[src/hw/rtl/fqs_pkg.sv]
// Package of types, codes and constants for the Q15 FIR core.
`default_nettype none
package fqs_pkg;

    localparam int DEF_TAPS   = 32;
    localparam int COEF_SLOTS = 32;

    localparam int ACTION_W = 2;
    localparam int SAMPLE_W = 16;
    localparam int CIDX_W   = 5;
    localparam int COEF_W   = 16;
    localparam int OUT_W    = 16;
    localparam int PROD_W   = SAMPLE_W + COEF_W;
    localparam int ACC_W    = 31;
    localparam int SHIFT    = 15;

    localparam logic [ACTION_W-1:0] ACT_SAMPLE = 2'd0;
    localparam logic [ACTION_W-1:0] ACT_COEF   = 2'd1;
    localparam logic [ACTION_W-1:0] ACT_CLEAR  = 2'd2;

    localparam logic signed [ACC_W-1:0] ACC_INIT = 31'sd16384;
    localparam logic signed [ACC_W-1:0] ACC_MAX  = 31'sh3fffffff;
    localparam logic signed [ACC_W-1:0] ACC_MIN  = 31'sh40000000;

    typedef enum logic [1:0] {
        ST_IDLE,
        ST_RUN,
        ST_FLUSH,
        ST_PUSH
    } t_state;

endpackage
`default_nettype wire

[src/hw/rtl/fqs_in_if.sv]
// Input channel of the FIR core: action, sample and coefficient word.
`default_nettype none
interface fqs_in_if;
    logic                                valid;
    logic                                ready;
    logic        [fqs_pkg::ACTION_W-1:0] action;
    logic signed [fqs_pkg::SAMPLE_W-1:0] sample;
    logic        [fqs_pkg::CIDX_W-1:0]   coef_index;
    logic signed [fqs_pkg::COEF_W-1:0]   coef_value;

    modport source (output valid, output action, output sample, output coef_index,
                    output coef_value, input ready);
    modport sink   (input valid, input action, input sample, input coef_index,
                    input coef_value, output ready);
endinterface
`default_nettype wire

[src/hw/rtl/fqs_out_if.sv]
// Output channel of the FIR core: one filtered sample per word.
`default_nettype none
interface fqs_out_if;
    logic                             valid;
    logic                             ready;
    logic signed [fqs_pkg::OUT_W-1:0] filtered;

    modport source (output valid, output filtered, input ready);
    modport sink   (input valid, input filtered, output ready);
endinterface
`default_nettype wire

[src/hw/rtl/fir_filter_q15_saturating_core.sv]
// Q15 direct-form FIR filter with one shared multiply-accumulate unit.
// Usage:
//   i_smp takes one word per valid/ready handshake. action selects:
//   filter a sample, write a coefficient (coef_index, coef_value), or
//   clear the sample history and write pointer (coefficients are kept).
//   o_res gives one filtered word for each sample word, none otherwise.
// Timing:
//   A sample word runs the shared MAC once per tap: after acceptance the
//   result becomes valid on o_res and i_smp is ready again at that same
//   edge, so no new word is taken while a sample runs. The wait is set
//   by the tap loop through the single history/coefficient read port pair
//   and multiplier, plus two pipeline stages (read, multiply) and one
//   output load. Coefficient and clear words leave the input ready.
// Reset:
//   History, coefficients and write pointer read as zero after reset;
//   valid bits and a fill count stand in for clearing the stores.
// Stall:
//   A result waits in the output register while o_res.ready is low; new
//   words are still accepted, and a finished sample holds in the load step
//   until the register frees.
`default_nettype none
module fir_filter_q15_saturating_core #(
    parameter int TAPS = fqs_pkg::DEF_TAPS
) (
    input  wire logic  i_clk,
    input  wire logic  i_rst_n,
    fqs_in_if.sink     i_smp,
    fqs_out_if.source  o_res
);
    import fqs_pkg::*;

    localparam int PW  = (TAPS > 1) ? $clog2(TAPS) : 1;
    localparam int FW  = $clog2(TAPS + 1);
    localparam int CD  = (TAPS < COEF_SLOTS) ? TAPS : COEF_SLOTS;
    localparam int CAW = (CD > 1) ? $clog2(CD) : 1;
    localparam logic [PW-1:0] LAST_POS = PW'(TAPS - 1);
    localparam logic [FW-1:0] FULL_CNT = FW'(TAPS);

    // Stores.
    logic signed [SAMPLE_W-1:0] hist_mem [TAPS];
    logic signed [COEF_W-1:0]   coef_mem [CD];
    logic        [CD-1:0]       r_cvld;

    // Control.
    t_state          r_state, n_state;
    logic [PW-1:0]   r_wp;
    logic [FW-1:0]   r_fill;
    logic [PW-1:0]   r_k;
    logic [PW-1:0]   r_pos;
    logic            r_rv, r_last_b;
    logic            r_pv, r_last_c;
    logic            r_out_valid;

    // Datapath.
    logic signed [SAMPLE_W-1:0] r_h;
    logic signed [COEF_W-1:0]   r_c;
    logic                       r_hv, r_cv;
    logic signed [PROD_W-1:0]   r_prod;
    logic signed [ACC_W-1:0]    r_acc;
    logic signed [OUT_W-1:0]    r_out_data;

    logic                       in_ready, issue, push, out_free;
    logic                       in_acc, acc_sample, acc_coef, acc_clear, idx_ok;
    logic signed [SAMPLE_W-1:0] mul_h;
    logic signed [COEF_W-1:0]   mul_c;
    logic signed [ACC_W+1:0]    sum;
    logic signed [ACC_W-1:0]    sat;
    logic                       fill_full;

    assign out_free   = !r_out_valid || o_res.ready;
    assign in_acc     = i_smp.valid && in_ready;
    assign acc_sample = in_acc && (i_smp.action == ACT_SAMPLE);
    assign acc_coef   = in_acc && (i_smp.action == ACT_COEF);
    assign acc_clear  = in_acc && (i_smp.action == ACT_CLEAR);
    assign idx_ok     = 32'(i_smp.coef_index) < CD;
    assign fill_full  = (r_fill == FULL_CNT);

    // Next state.
    always_comb begin
        n_state = r_state;
        case (r_state)
            ST_IDLE: begin
                if (acc_sample) begin
                    n_state = ST_RUN;
                end
            end
            ST_RUN: begin
                if (r_k == LAST_POS) begin
                    n_state = ST_FLUSH;
                end
            end
            ST_FLUSH: begin
                if (r_pv && r_last_c) begin
                    n_state = ST_PUSH;
                end
            end
            ST_PUSH: begin
                if (out_free) begin
                    n_state = ST_IDLE;
                end
            end
            default: n_state = ST_IDLE;
        endcase
    end

    // Sequencer outputs.
    always_comb begin
        in_ready = 1'b0;
        issue    = 1'b0;
        push     = 1'b0;
        case (r_state)
            ST_IDLE:  in_ready = 1'b1;
            ST_RUN:   issue    = 1'b1;
            ST_FLUSH: ;
            ST_PUSH:  push     = out_free;
            default:  ;
        endcase
    end

    always_ff @(posedge i_clk) begin
        if (!i_rst_n) begin
            r_state     <= ST_IDLE;
            r_wp        <= '0;
            r_fill      <= '0;
            r_cvld      <= '0;
            r_rv        <= 1'b0;
            r_last_b    <= 1'b0;
            r_pv        <= 1'b0;
            r_last_c    <= 1'b0;
            r_out_valid <= 1'b0;
        end else begin
            r_state <= n_state;
            if (acc_sample) begin
                r_wp <= (r_wp == LAST_POS) ? '0 : r_wp + 1'b1;
                if (!fill_full) begin
                    r_fill <= r_fill + 1'b1;
                end
            end
            if (acc_clear) begin
                r_wp   <= '0;
                r_fill <= '0;
            end
            if (acc_coef && idx_ok) begin
                r_cvld[i_smp.coef_index[CAW-1:0]] <= 1'b1;
            end
            r_rv     <= issue;
            r_last_b <= issue && (r_k == LAST_POS);
            r_pv     <= r_rv;
            r_last_c <= r_last_b;
            if (push) begin
                r_out_valid <= 1'b1;
            end else if (o_res.ready) begin
                r_out_valid <= 1'b0;
            end
        end
    end

    // Store writes and registered reads.
    always_ff @(posedge i_clk) begin
        if (acc_sample) begin
            hist_mem[r_wp] <= i_smp.sample;
        end
        if (acc_coef && idx_ok) begin
            coef_mem[i_smp.coef_index[CAW-1:0]] <= i_smp.coef_value;
        end
        r_h <= hist_mem[r_pos];
        r_c <= coef_mem[r_k[CAW-1:0]];
    end

    // Tap walk: newest sample first, pointer steps back with wrap.
    always_ff @(posedge i_clk) begin
        if (acc_sample) begin
            r_k   <= '0;
            r_pos <= r_wp;
        end else if (issue) begin
            r_k   <= r_k + 1'b1;
            r_pos <= (r_pos == '0) ? LAST_POS : r_pos - 1'b1;
        end
        // Entries never written since reset (history: since clear) read as zero.
        r_hv <= fill_full || (32'(r_pos) < 32'(r_fill));
        r_cv <= r_cvld[r_k[CAW-1:0]] && (32'(r_k) < CD);
    end

    assign mul_h = r_hv ? r_h : '0;
    assign mul_c = r_cv ? r_c : '0;

    assign sum = (ACC_W + 2)'(r_acc) + (ACC_W + 2)'(r_prod);

    always_comb begin
        if (sum > (ACC_W + 2)'(ACC_MAX)) begin
            sat = ACC_MAX;
        end else if (sum < (ACC_W + 2)'(ACC_MIN)) begin
            sat = ACC_MIN;
        end else begin
            sat = sum[ACC_W-1:0];
        end
    end

    always_ff @(posedge i_clk) begin
        r_prod <= PROD_W'(mul_c) * PROD_W'(mul_h);
        if (acc_sample) begin
            r_acc <= ACC_INIT;
        end else if (r_pv) begin
            r_acc <= sat;
        end
        if (push) begin
            r_out_data <= r_acc[ACC_W-1:SHIFT];
        end
    end

    assign i_smp.ready    = in_ready;
    assign o_res.valid    = r_out_valid;
    assign o_res.filtered = r_out_data;

endmodule
`default_nettype wire

[src/flat_wrapper.sv]
// flat-port wrapper written by rule: the top's interface ports become plain ports
module fir_filter_q15_saturating_core_flat import fqs_pkg::*;
#(
    parameter int TAPS = fqs_pkg::DEF_TAPS
)
  (i_clk, i_rst_n, i_smp_valid, i_smp_action, i_smp_sample, i_smp_coef_index, i_smp_coef_value, i_smp_ready, o_res_valid, o_res_filtered, o_res_ready);
  fqs_in_if i_smp_i ();
  fqs_out_if o_res_i ();
  input  wire logic i_clk;
  input  wire logic i_rst_n;
  input wire logic [$bits(i_smp_i.valid)-1:0] i_smp_valid;
  input wire logic [$bits(i_smp_i.action)-1:0] i_smp_action;
  input wire logic [$bits(i_smp_i.sample)-1:0] i_smp_sample;
  input wire logic [$bits(i_smp_i.coef_index)-1:0] i_smp_coef_index;
  input wire logic [$bits(i_smp_i.coef_value)-1:0] i_smp_coef_value;
  output wire logic [$bits(i_smp_i.ready)-1:0] i_smp_ready;
  output wire logic [$bits(o_res_i.valid)-1:0] o_res_valid;
  output wire logic [$bits(o_res_i.filtered)-1:0] o_res_filtered;
  input wire logic [$bits(o_res_i.ready)-1:0] o_res_ready;
  assign i_smp_i.valid = i_smp_valid;
  assign i_smp_i.action = i_smp_action;
  assign i_smp_i.sample = i_smp_sample;
  assign i_smp_i.coef_index = i_smp_coef_index;
  assign i_smp_i.coef_value = i_smp_coef_value;
  assign i_smp_ready = i_smp_i.ready;
  assign o_res_valid = o_res_i.valid;
  assign o_res_filtered = o_res_i.filtered;
  assign o_res_i.ready = o_res_ready;
  fir_filter_q15_saturating_core #(.TAPS(TAPS)) u_core (.i_clk(i_clk), .i_rst_n(i_rst_n), .i_smp(i_smp_i), .o_res(o_res_i));
endmodule
[config.mk]
export PLATFORM = sky130hd
export DESIGN_NAME = fir_filter_q15_saturating_core_flat
export DESIGN_NICKNAME = d
export VERILOG_FILES = /design/src/hw/rtl/fqs_pkg.sv /design/src/hw/rtl/fqs_in_if.sv /design/src/hw/rtl/fqs_out_if.sv /design/src/hw/rtl/fir_filter_q15_saturating_core.sv /design/src/flat_wrapper.sv
export SDC_FILE = /design/constraint.sdc
export NUM_CORES = 2
export LEC_CHECK = 0
export ABC_AREA = 1
export CAP_MARGIN = 5
export CORE_ASPECT_RATIO = 0.6
export CORE_UTILIZATION = 35
export DETAILED_ROUTE_END_ITERATION = 8
export DONT_BUFFER_PORTS = 1
export GPL_TIMING_DRIVEN = 0
export PLACE_DENSITY = 0.5
export SLEW_MARGIN = 0
export SYNTH_ARGS = -nofsm -noshare
export SYNTH_HDL_FRONTEND = slang
export SYNTH_SLANG_ARGS = --single-unit
[constraint.sdc]
create_clock -name i_clk -period 6.1 [get_ports i_clk]
set_input_delay 0.61 -clock i_clk [delete_from_list [all_inputs] [get_ports i_clk]]
set_output_delay 0.61 -clock i_clk [all_outputs]
set_load 0.1 [all_outputs]
Word level (Yosys, flattened, before mapping):

Memories as Yosys holds them, arrays and structs flattened. A register that Yosys moved wholly into a read port is not among the register bits.
Cells that the tools add are included.

* $add $sub $neg: 5
* multiply operators: 1
* order comparisons: 6
* eq/ne operators: 12
* muxes and demuxes: 26
* bitwise logic cells: 3
* reduce and logical (&&, ||, !) cells: 18

Operators with widths (count)
* 31-bit two-way mux: 2
* 31-bit by 32-bit adder with 33-bit output: 1
* 33-bit by 31-bit > comparator with 1-bit output (second input constant): 1
* 33-bit by 31-bit less-than comparator with 1-bit output (second input constant): 1
* 16-bit by 16-bit multiplier with 32-bit output: 1
* 16-bit two-way mux: 2
* 32-bit bitwise OR: 1
* 5-bit two-way mux: 4
* 5-bit by 6-bit less-than comparator with 1-bit output (second input constant): 2
* 1-bit two-way mux: 11
* 5-bit by 1-bit adder with 5-bit output (second input constant): 2
* 5-bit equality test (second input constant): 2
* 2-bit two-way mux: 4
* 2-bit by 1-bit != test with 1-bit output (second input constant): 4
* 2-bit case mux with 4 select lines: 1
* 1-bit logical AND: 7
* 6-bit by 1-bit adder with 6-bit output (second input constant): 1
* 2-bit equality test (second input constant): 3
* 6-bit equality test (second input constant): 1
* 5-bit by 6-bit less-than comparator with 1-bit output: 1
* 1-bit binary-select mux with 5-bit select: 1
* 1-bit demux with 5-bit select: 1
* 5-bit by 1-bit >= comparator with 1-bit output (second input constant): 1
* 5-bit zero test: 1
* 10 further kinds: 15

* bits in registers: 141
* RAM bits: 1024
* input bits: 43
* output and inout bits: 18
* word-level logic and storage cells: 89
* memories: 2

Memory list
* u_core.coef_mem: depth 32, width 16, read ports 1, clocked after Yosys merged registers in 1, wr ports 1, RTL line fir_filter_q15_saturating_core.sv:41 `logic signed [COEF_W-1:0] coef_mem [CD];`
* u_core.hist_mem: depth 32, width 16, read ports 1, clocked after Yosys merged registers in 1, wr ports 1, RTL line fir_filter_q15_saturating_core.sv:40 `logic signed [SAMPLE_W-1:0] hist_mem [TAPS];`

Logic depth before layout (Yosys ltp):

* depth after elaboration: 6
* mapped depth: 32
* mapped depth without buffers: 29

Worst setup path after synthesis:

Ideal clock, no wire load.

* path type: reg2reg
* from: register u_core.r_hv
* to: register u_core.r_prod[27]
* library setup time: 0.112 ns
* data arrival time: 5.845 ns
* data required time: 5.988 ns
* setup slack: 0.142 ns
* stages on the path, launching flop included: 29
* path buffers: 3
* clock period less this slack: 5.958 ns
* cell sequence: dfxtp_1 clkbuf_1 clkbuf_1 nand2_1 inv_1 clkbuf_1 nand2_1 fa_1 inv_1 fa_1 inv_1 fa_1 inv_1 fa_1 fa_1 inv_1 fa_1 inv_1 ha_1 nand2_1 inv_1 nand2_1 nor3_1 nand4_1 nand3_1 a21o_1 nand3_1 nand3_1 nand2_1

* longest elaborated chain between the ends: 2

Ends and longest elaborated chain
* start, declared: RTL line fir_filter_q15_saturating_core.sv:57 `logic r_hv, r_cv;`
* start signal, assigned: RTL line fir_filter_q15_saturating_core.sv:180 `r_hv <= fill_full || (32'(r_pos) < 32'(r_fill));`
* 16-bit two-way mux: RTL line fir_filter_q15_saturating_core.sv:184 `assign mul_h = r_hv ? r_h : '0;`
* 16-bit by 16-bit multiplier with 32-bit output: RTL line fir_filter_q15_saturating_core.sv:200 `r_prod <= PROD_W'(mul_c) * PROD_W'(mul_h);`
* end signal, assigned: RTL line fir_filter_q15_saturating_core.sv:200
* end, declared: RTL line fir_filter_q15_saturating_core.sv:58 `logic signed [PROD_W-1:0] r_prod;`

Every way passes these cells.
A chain may end at the register's enable or synchronous reset.

Worst setup path after layout:

Same ends and word-level chain as after synthesis.

==> out/metrics.csv <==
stage,metric,value,unit
status,outcome,"complete, no violations",
synth,synthesis warning total,0,
synth,post-synthesis async set-or-reset flop share,0,%
power_and_ir_drop,Sw Share,44.89,%
place,gp weighted congestion,0.9582,
clock_network,worst skew pair latency,0.78,ns
worst_hold_path,Hold Crit Class,input pin to flip-flop,
synth,mapped cell area,57640,sq um
synth,post-synth top area share,54.44,%
synth,unique cell type count in the Yosys netlist,42,
timing,Tightest Pin Transition,1.275,ns
route,vias per std cell,5.436,
final_layout,Reg area,34430,sq um
worst_setup_path,R2R setup slack,0.11,ns
worst_setup_path,Setup CP Type,flip-flop to flip-flop,
synth,mux share of post-synthesis cell area,0,%
power_and_ir_drop,Clk network pwr share,22.1,%
final_layout,final instance area,67110,sq um
global_routing,grt ovf,0,
route,number of remaining DRC errors,0,
floorplan,die area,166400,sq um
worst_setup_path,cells on worst reg2reg path,26,
clock_network,Clock H-tree levels,3,
worst_setup_path,Critical Path Sink Type,flip-flop,
timing,Setup-failing EPs final,0,
final_layout,FILL cells,15410,
final_layout,area of the multi-input gates,20900,sq um
timing,Max Clk Rate,0.1671,GHz
synth,Most used DFF post-synth,edfxtp_1,
power_and_ir_drop,internal power,17.91,mW
timing,RSZ-0062 raised after global routing,yes,
worst_hold_path,Hold Crit Depth,3,
worst_setup_path,required time of the critical path,6.74,ns
timing,Fin. Hold Viols,0,
power_and_ir_drop,leak pwr,24.48,nW
worst_setup_path,CP max FO,10,
timing,max-slew violations,0,
final_layout,layout cells sized above 1,9.835,%
floorplan,io pins,61,
synth,post-synthesis adder-cell area fraction,12.00,%
clock_network,CTS tree,done,
floorplan,core area,162300,sq um
global_routing,GRT Overall Usage,23.76,%
synth,sequential fraction of the synthesis area,59.72,%
synth,Post-Syn Area per Cell,11.12,sq um
synth,largest family of logic cells by synthesized area,adder cells,
floorplan,number of cell rows,114,
synth,number of flops mapped to enable cells by yosys,1045,
power_and_ir_drop,Seq pwr share,30.0,%
timing,Final Critical Period,5.986,ns
worst_setup_path,critical path arrival,6.62,ns
route,DR WL/cell,26.11,microns
floorplan,die width,525.9,microns
clock_network,clock slew at reported path FFs,0.08,ns
worst_hold_path,hold_sp,o_res_ready,
job,Max Cap Violations,0,
synth,Synth area leader,edfxtp_1,
synth,XOR/XNOR Fraction of Synth Area,0.9117,%
worst_setup_path,Critical Path Source Type,flip-flop,
power_and_ir_drop,P_sw,14.59,mW
clock_network,Clock Path Buffers,3,
synth,Synth Register Bits,1197,
worst_setup_path,Critical R2R Launch,u_core.r_hv,
timing,Worst Skew,0.09410,ns
route,final wirelength,200500,microns
power_and_ir_drop,maximum vdd drop,0.2925,mV
clock_network,clock root buffer master,clkbuf_16,
global_routing,antenna violations before repair,11,
place,Post-DP Area,61630,sq um
timing,Slew HR,14.89,%
timing,period utilisation layout,98.13,%
global_routing,first-pass GRT wire length,284400,microns
global_routing,largest net degree at the start of global routing,33,
worst_hold_path,Min-Delay Endpoint,u_core.o_res.valid,
floorplan,Die H,316.3,microns
synth,Post-Synthesis Cells,5185,
floorplan,Starting Density,35.51,%
synth,compound-gate portion of the synthesized area,11.34,%
synth,Synth Area in Simple Gates,10.75,%
final_layout,"Area growth, synth to finish",16.43,%
clock_network,Sink Count,1197,
route,drt pass-1 iters,6,
timing,Hold WS,0.1199,ns
route,Vias,41750,
global_routing,vias in the first global route,38870,
synth,top post-synthesis cells by area,"edfxtp_1 54%, fa_1 9.1%, nor2_1 5.8%, o21ai_0 5.5%, dfxtp_1 5.3%",
worst_setup_path,reg-to-reg endpoint,u_core.r_prod[27],
synth,Synthesized Nets,5623,
route,Routed Antenna Nets,0,
place,dpl hpwl,142700,microns
final_layout,fin nets,5872,
power_and_ir_drop,Combinational Power Share,47.9,%
clock_network,TritonCTS Buffers,114,
route,Initial DRC Count,5792,
power_and_ir_drop,Power Density,484.4,nW/um^2
place,Port Buffer Count,0,
[worst max-delay path by stage]
stage / end / start / cells past startpoint / slack (ns)
after floorplan: u_core.r_prod[27] / u_core.r_hv / 28 / 0.14
after global placement: u_core.r_prod[27] / u_core.r_hv / 28 / -1.54
after detailed placement: u_core.r_prod[27] / u_core.r_hv / 28 / -1.54
after CTS: u_core.r_prod[27] / u_core.r_cv / 24 / -0.02
after global routing: u_core.r_prod[27] / u_core.r_hv / 29 / -0.06
final: u_core.r_prod[27] / u_core.r_hv / 26 / 0.11
[cells in the final DEF, fill, tap and decap left out, drive strengths merged, types with 3 or more instances in the layout]
cell type       n
edfxtp       1045
nor2          900
o21ai         671
nand2         568
inv           533
clkbuf        356
fa            263
o22ai         202
buf           177
dfxtp         152
ha            132
a21oi         128
o221ai        101
nand3          76
clkinv         50
xor2           39
nor3           26
xnor2          21
o211ai         17
clkinvlp       13
a21o            8
bufinv          8
a31oi           8
nand4           7
o21bai          7
nor4            6
dlygate4sd3     5
diode           3
[layout make-up]
cell class	count	area share, %
multi-input cells	3192	31.14
diodes	3	0.01119
flip-flops and latches	1197	51.31
clock buffers	143	4.504
clock inverters	70	1.018
inverters	534	3.069
well taps	2146	4.001
plain buffers	260	1.749
repair buffers	135	3.201
[metrics by stage]
| stage | util (%) | std cells | worst slack (ns) | power, mW | setup TNS [ns] |
|---|---|---|---|---|---|
| global placement | 37.16 | 7331 | -1.542 | 23.89 | -25.25 |
| global route | 41.34 | 7678 | -0.06463 | 34.26 | -0.09204 |
| floorplan | - | 5185 | 0.1424 | 18.44 | 0 |
| finish | 41.34 | 7680 | 0.1143 | 32.51 | 0 |
| CTS | 40.91 | 7652 | -0.02269 | 31.63 | -0.02510 |
| detailed placement | 37.97 | 7394 | -1.541 | 23.94 | -18.37 |
[synth_stat cells, types with 8 or more instances]
cell type and count:
edfxtp_1 1045, nor2_1 898, o21ai_0 639, nand2_1 555
inv_1 521, fa_1 263, clkbuf_1 226, o22ai_1 202
dfxtp_1 152, ha_1 132, a21oi_1 117, o221ai_1 101
nand3_1 75, xor2_1 39, o21ai_1 32, nor3_1 24
xnor2_1 21, buf_1 18, o211ai_1 17, buf_2 13
nand2_2 12, a21oi_2 11, a21o_1 8, a31oi_1 8
clkinv_1 8
[per-layer routing]
layer  GRT usage [%]  wire (microns)  vias to the layer above
met5               0               0                        -
met4           4.398            3394                        0
met3           7.538           26870                      221
met2           29.72           73840                     2193
met1           38.78           96430                    20960
li1                -               -                    18380
[power by group through the flow]
stage	sequential [mW]	clock, mW	combinational, mW
finish	9.76	7.19	15.6
global route	9.80	7.59	16.9
CTS	9.72	7.27	14.6
detailed placement	9.85	0	14.1
global placement	9.85	0	14.0
floorplan	9.73	0	8.72
[kinds of logic (layout without fill, tap and decap cells)]
family	Yosys count	count (layout)
compound gates	1149	1149
xor+xnor	60	60
fa+ha+maj	395	395
buf+inv	796	1142
flops	1197	1197
other cells	0	3
simple gates	1588	1588
[what timing repair did]
item                       in CTS  in global routing
setup endpoints to repair      20                 14
pin swaps                       5                 24
hold endpoints to repair     1003                  0
cloned                          0                  3
setup buffers                  11                 22
gates resized for setup       107                137
hold buffers                   36                  0
[state kept, by name (all words and copies together), names as in the netlist, 2 cells and up]
signal,flops
u_core.coef_mem,512
u_core.hist_mem,512
u_core.o_res.filtered,16
u_core.r_acc,31
u_core.r_c,16
u_core.r_cvld,32
u_core.r_fill,6
u_core.r_h,16
u_core.r_k,5
u_core.r_pos,5
u_core.r_prod,32
u_core.r_state,2
u_core.r_wp,5
[critical path, stage by stage, from the launching register on]
cell	delay (ns)
dfxtp_4	0.38
buf_4	0.15
buf_12	0.14
nand2_4	0.13
buf_8	0.17
nor2_1	0.07
fa_1	0.54
inv_1	0.06
fa_1	0.49
fa_1	0.52
fa_1	0.51
inv_1	0.05
fa_1	0.53
inv_1	0.05
fa_1	0.54
inv_1	0.08
ha_4	0.30
nand2_2	0.07
inv_1	0.06
nand2_2	0.07
nor3_4	0.19
nand4_1	0.16
nand3_2	0.15
a21o_1	0.23
nand3_2	0.09
nand3_1	0.07
nand2_1	0.06
No activity file was read; power rests on OpenSTA's default activity.
